$ cat src/hw/rtl/lzwdt_pkg.sv
// Shared types and codes for the LZW dictionary table.
// Used by the controller, the datapath, the top level and the port checker.
package lzwdt_pkg;

	localparam int CMD_W    = 2;
	localparam int PREFIX_W = 12;
	localparam int BYTE_W   = 8;
	localparam int STATUS_W = 2;
	localparam int INDEX_W  = 12;
	localparam int CWIDTH_W = 4;

	// Command codes carried by an input item
	localparam logic [CMD_W-1:0] CMD_FIND  = 2'd0;
	localparam logic [CMD_W-1:0] CMD_ADD   = 2'd1;
	localparam logic [CMD_W-1:0] CMD_FLUSH = 2'd2;

	// Result status codes
	localparam logic [STATUS_W-1:0] ST_OK        = 2'd0;
	localparam logic [STATUS_W-1:0] ST_NOT_FOUND = 2'd1;
	localparam logic [STATUS_W-1:0] ST_FULL      = 2'd2;
	localparam logic [STATUS_W-1:0] ST_FLUSHED   = 2'd3;

	// Controller to datapath commands
	typedef struct packed {
		logic capture;
		logic exec;
		logic scan_start;
		logic scan_run;
		logic scan_hit;
		logic scan_miss;
		logic load_out;
	} lzwdt_cmd_t;

	// Datapath to controller status
	typedef struct packed {
		logic need_scan;
		logic hit;
		logic drained;
		logic out_free;
	} lzwdt_stat_t;

endpackage

$ cat src/hw/rtl/lzwdt_ctrl.sv
// Sequencer of the LZW dictionary table: accept, execute, scan, deliver.
// Depends on lzwdt_pkg for the command and status structs.
module lzwdt_ctrl (
	input  logic                 clk,
	input  logic                 arst_n,
	input  logic                 in_valid,
	output logic                 in_stall,
	input  lzwdt_pkg::lzwdt_stat_t stat,
	output lzwdt_pkg::lzwdt_cmd_t  cmd
);
	import lzwdt_pkg::*;

	localparam logic [1:0] S_IDLE = 2'd0;
	localparam logic [1:0] S_EXEC = 2'd1;
	localparam logic [1:0] S_SCAN = 2'd2;
	localparam logic [1:0] S_PUT  = 2'd3;

	logic [1:0] state_q;
	logic [1:0] state_nxt;

	assign in_stall = (state_q != S_IDLE);

	always_comb begin
		state_nxt = state_q;
		cmd       = '0;
		unique case (state_q)
			S_IDLE: begin
				if (in_valid) begin
					cmd.capture = 1'b1;
					state_nxt   = S_EXEC;
				end
			end
			S_EXEC: begin
				if (stat.need_scan) begin
					cmd.scan_start = 1'b1;
					state_nxt      = S_SCAN;
				end else begin
					cmd.exec  = 1'b1;
					state_nxt = S_PUT;
				end
			end
			S_SCAN: begin
				// a compare hit wins over the drained flag of the same cycle
				if (stat.hit) begin
					cmd.scan_hit = 1'b1;
					state_nxt    = S_PUT;
				end else if (stat.drained) begin
					cmd.scan_miss = 1'b1;
					state_nxt     = S_PUT;
				end else begin
					cmd.scan_run = 1'b1;
				end
			end
			S_PUT: begin
				if (stat.out_free) begin
					cmd.load_out = 1'b1;
					state_nxt    = S_IDLE;
				end
			end
			default: state_nxt = S_IDLE;
		endcase
	end

	always_ff @(posedge clk or negedge arst_n) begin
		if (!arst_n) begin
			state_q <= S_IDLE;
		end else begin
			state_q <= state_nxt;
		end
	end

endmodule

$ cat config.mk
export PLATFORM = sky130hd
export DESIGN_NAME = lzwdt_ctrl
export DESIGN_NICKNAME = d
export VERILOG_FILES = /design/src/hw/rtl/lzwdt_pkg.sv /design/src/hw/rtl/lzwdt_ctrl.sv
export SDC_FILE = /design/constraint.sdc
export NUM_CORES = 1
export LEC_CHECK = 0
export ABC_AREA = 1
export CORE_AREA = 2 2 39 41
export DETAILED_ROUTE_END_ITERATION = 12
export DIE_AREA = 0 0 41 43
export DONT_BUFFER_PORTS = 1
export HOLD_SLACK_MARGIN = 0.08
export PLACE_DENSITY = 0.34
export SETUP_SLACK_MARGIN = 0.2
export SLEW_MARGIN = 10
export SYNTH_ARGS = -nofsm -noshare
export SYNTH_HDL_FRONTEND = slang
export SYNTH_SLANG_ARGS = --single-unit
$ cat constraint.sdc
create_clock -name clk -period 1.4 [get_ports clk]
set_clock_uncertainty 0.05 [all_clocks]
set_input_delay 0.07 -clock clk [delete_from_list [all_inputs] [get_ports clk]]
set_output_delay 0.07 -clock clk [all_outputs]
set_load 0.01 [all_outputs]
== After elaboration in Yosys (flattened, before gate mapping) ==
Index checks and enable logic that the tools add are counted.

* Bits in read-only memories: 0
* Input bits: 7
* Register bits: 2
* Memories kept: 0
* Word-level logic and storage cells: 29
* Latch bits: 0
* Output and inout port bits: 8
* Memory bits (writable): 0

* Shift-type cells: 0
* Reductions and logical operators: 3
* Divide/modulo/power cells: 0
* Magnitude comparators: 0
* $mul: 0
* Equality and inequality tests: 6
* Multiplexer cells: 19
* Bitwise logic cells: 0
* $add $sub $neg: 0

{| class="wikitable"
|+ Operator list
! cell !! count
|-
| $mux W1 || 12
|-
| $mux W2 || 5
|-
| $pmux W2 S4 || 1
|-
| $eq A2 B2 Y1 const B || 2
|-
| $ne A2 B2 Y1 const B || 2
|-
| $mux W3 || 1
|-
| $ne A3 B3 Y1 const B || 1
|-
| $reduce_and A3 Y1 || 1
|-
| $eq A2 B1 Y1 const B || 1
|-
| $logic_not A2 Y1 || 1
|-
| $reduce_bool A2 Y1 || 1
|}

== Longest topological paths before layout ==
* Depth after elaboration: 3
* Mapped depth: 7
* Gate-level depth less buffers: 7

== Worst setup path before layout ==
OpenSTA, ideal clock, no wires.

* Path type: register to register
* Start: register state_q[0]
* End: register state_q[0]
* Data arrival time: 1054 ps
* Period minus slack after synthesis: 1220 ps
* Cell stages (with the launch flop): 8
* Setup time: 116 ps
* Path buffers: 0
* Data required time: 1234 ps
* Slack: 180 ps
* Path through: dfrtp_1 > inv_1 > ha_1 > nand2_2 > nor2_2 > nor2_1 > nand2_1 > nand2_1

* Word-level cells in the longest chain between the ends: 3
* Elaborated cells on any way between the ends: 9
* Classes of those cells: eq/ne: 6; mux: 1; reduce/logical: 2

{| class="wikitable"
|+ RTL lines
! what !! RTL line !! text
|-
| from (decl) || lzwdt_ctrl.sv:18 || <nowiki>logic [1:0] state_q;</nowiki>
|-
| from (signal assigned) || lzwdt_ctrl.sv:68 || <nowiki>state_q <= state_nxt;</nowiki>
|-
| $eq A2 B2 Y1 / $logic_not A2 Y1 (equally long branches) || lzwdt_ctrl.sv:26 || <nowiki>unique case (state_q)</nowiki>
|-
| $ne A3 B3 Y1 (no source line) / $ne A2 B2 Y1 (equally long branches) || - ||
|-
| $reduce_and A3 Y1 (no source line) || - ||
|}

Parallel ways exist; a longest one is shown, timed or not.
A chain may end at the register's enable or synchronous reset.

== Final worst setup path ==
* Start: register state_q[1]
* End: register state_q[0]

Same word-level chain as after synthesis.

==> results.py <==
metrics = {
    "worst_setup_path": {
        "timing.critical_path.cells": "buf_6, ha_4, nand2_4, nand2_2, nor2_2, nand2_1, nand2_1",
        "reg2reg_depth": 7,
        "critPathKind": "flip-flop to flip-flop",
        "critPathCaptureType": "flip-flop",
        "crit_required_ns": 1.51,
        "path_depth": 7,
        "cp_top_family": "flip-flops",
        "crit_arrival_ns": 1.33,
        "slowest_delay_ns": 0.45,
        "critical_path_buf_inv_count": 1,
        "startpoint_type": "flip-flop",
        "cp_slowest_cell": "dfrtp_2",
        "cpMostUsedCell": "nand2_1",
        "critPathMaxFanout": 5,
    },
    "finish": {
        "top_register": "state_q",
        "largest_register_ffs": 2,
        "fin_area_um2": 489,
        "syn2layout_area_growth_pct": 81.9,
        "seq_area_um2": 51.3,
        "drive_above_1_share_pct": 58.9,
        "utilization_pct": 35.4,
        "fillers": 162,
        "multi_input_area_um2": 269,
        "finalNetCount": 70,
        "top_regs": "state_q: 2 flops",
        "n_antenna_cell": 0,
    },
    "placement": {
        "port_buffers": 0,
        "place_area_um2": 302,
        "gp_congestion": 0.701,
        "hpwl_um": 411,
    },
    "yosys": {
        "synth_cell_types": 9,
        "yosysTopAreaCell": "ha_1",
        "yosys.cell_count.top_type": "inv_1",
        "yosysSeqAreaShare_pct": 18.6,
        "netlist_top_cells_area": "ha_1 (23%), inv_1 (20%), dfrtp_1 (19%)",
        "synth_common_cells": "inv_1 (14), nand2_1 (13), ha_1 (5), nor2_1 (4), nand3_1 (3)",
        "synth_area_um2": 269,
        "async_reset_ff_share_pct": 100,
        "ys.flop_type": "dfrtp_1",
        "syn-num-nets": 57,
        "synth_top_area_share_pct": 23.3,
        "yosysWarningCount": 0,
        "ys_ff_latch": 2,
        "syn_avg_cell_area_um2": 5.98,
        "synth-edff-count": 0,
        "syn_inst": 45,
    },
    "sta": {
        "tns_ns": 0,
        "tightest_slew_ns": 0.164,
        "max_slew_margin_pct": 89.1,
        "final-hold-violation-count": 0,
        "rsz0062_at_grt": "true",
        "post-route-period-util_pct": 87.5,
        "max_freq_mhz": 817,
        "post-route-min-period_ns": 1.22,
        "setup_viol": 0,
        "slew_violations": 0,
    },
    "clock_network": {
        "cts_made_buffers": 3,
        "cts_tree": "built",
        "cts_root_buf": "clkbuf_4",
        "htree_levels": 1,
        "clkSinkCount": 2,
        "clock_path_buffers": 2,
        "clkSlewWorstSetupHoldPaths_ns": 0.03,
        "clk_latency_ns": 0.22,
    },
    "drt": {
        "vias": 291,
        "drtIter0Drc": 1,
        "drt-vias-per-instance": 4.04,
        "top_layer": "met3",
        "routed_wl_um": 611,
        "first_pass_iters": 2,
        "m1WireLength_um": 237,
        "drcViolationCount": 0,
        "ant_nets": 0,
        "wl_per_cell_um": 8.49,
        "met3_length_um": 14,
        "met2_length_um": 359,
    },
    "die": {
        "initial_utilization_pct": 19.4,
        "die_height_um": 43,
        "dieArea_um2": 1760,
        "ios": 15,
        "die_w_um": 41,
        "rows": 14,
        "core_um2": 1380,
    },
    "power": {
        "p_sw_mw": 0.456,
        "total_leakage_power_nw": 0.258,
        "power.share.clock_pct": 13.0,
        "internal_power_mw": 0.515,
        "comb_power_share_pct": 72.4,
        "powerDensity_nw_per_um2": 1980,
        "ir_drop_mv": 0.971,
        "sw_frac_of_total_pct": 47.0,
        "pwr-share-seq_pct": 14.6,
    },
    "worst_hold_path": {
        "hold_path_class": "primary input to flip-flop",
        "min_path_cells": 5,
    },
    "global_routing": {
        "grt_pass1_vias": 274,
        "grt_max_degree": 6,
        "grt_use_total_pct": 8.54,
        "antenna_found_initial": 0,
        "grt_pass1_wl_um": 1040,
        "grt_overflow": 0,
    },
    "outcome": {
        "status": "completed",
    },
    "job": {
        "drv_cap": 0,
    },
}
==> layout by cell type, fill, tap and decap left out <==
cell type / count
nand2_1: 8
inv_1: 7
inv_2: 6
nand2_2: 5
ha_4: 4
buf_4: 4
nor2_4: 3
clkbuf_4: 3
dlygate4sd3_1: 3
nand2_4: 2
nand3_1: 2
inv_4: 1
nor2_2: 1
nor2_1: 1
nand3_2: 1
nand4_1: 1
ha_2: 1
buf_6: 1
dfrtp_1: 1
dfrtp_2: 1
==> path summary, 6_finish.rpt <==
kind,to,startpoint,slack (ns)
worst max-delay path,state_q[0],state_q[1],0.18
worst min-delay path,state_q[0],stat[3],0.09
worst max register to register,state_q[0],state_q[1],0.18
worst min register to register,state_q[1],state_q[1],0.55
max in group asynchronous,state_q[1],arst_n,0.61
min in group asynchronous,state_q[1],arst_n,0.56
==> kinds of logic after synthesis <==
family                     share of synthesized area [%]
buffers and inverters                               19.5
and+or+nand+nor                                     38.6
adders and majority gates                           23.3
DFF                                                 18.6
==> through the flow <==
stage                     worst slack, ns  hold WS (ns)  power [mW]  std cells
final                               0.176        0.0894       0.971         72
after global routing                0.108         0.117        1.09         72
after CTS                           0.171        0.0893       0.904         71
after detailed placement            0.153        -0.276       0.527         62
after global placement              0.147        -0.276       0.531         62
after floorplan                     0.208        -0.276       0.439         45
==> worst register-to-register path, stage by stage, from the launching register on <==
cell and delay (ns):
dfrtp_2 0.45, buf_6 0.14, ha_4 0.16, nand2_4 0.07, nand2_2 0.05, nor2_2 0.11, nand2_1 0.06, nand2_1 0.06
==> cell type report <==
class	instances	area share, %
timing repair buffer	8	14.6
inverter	14	11.3
clock buffer	3	4.60
multi-input combinational	29	55.0
tap	16	4.09
sequential	2	10.5
==> layer usage <==
layer | track usage [%] | vias to the layer above
li1 | - | 150
met2 | 14.1 | 5
met1 | 10.0 | 136
met4 | 6.00 | 0
met5 | 0 | -
met3 | 0 | 0
==> repair_timing <==
item / CTS / global route
hold buffers: 3 / 0
gates resized for setup: 20 / 12
endpoints found under the setup margin: 9 / 9
setup buffers: 3 / 1
pin swaps: 5 / 10
endpoints found under the hold margin: 3 / 0
==> power groups by stage <==
stage | Clock [mW] | Sequential [mW] | Combinational (mW)
after floorplan | 0 | 0.122 | 0.317
after global placement | 0 | 0.122 | 0.409
after detailed placement | 0 | 0.120 | 0.407
after CTS | 0.137 | 0.140 | 0.627
after global routing | 0.138 | 0.148 | 0.799
final | 0.127 | 0.142 | 0.702
Power figures use the tool's default switching activity.
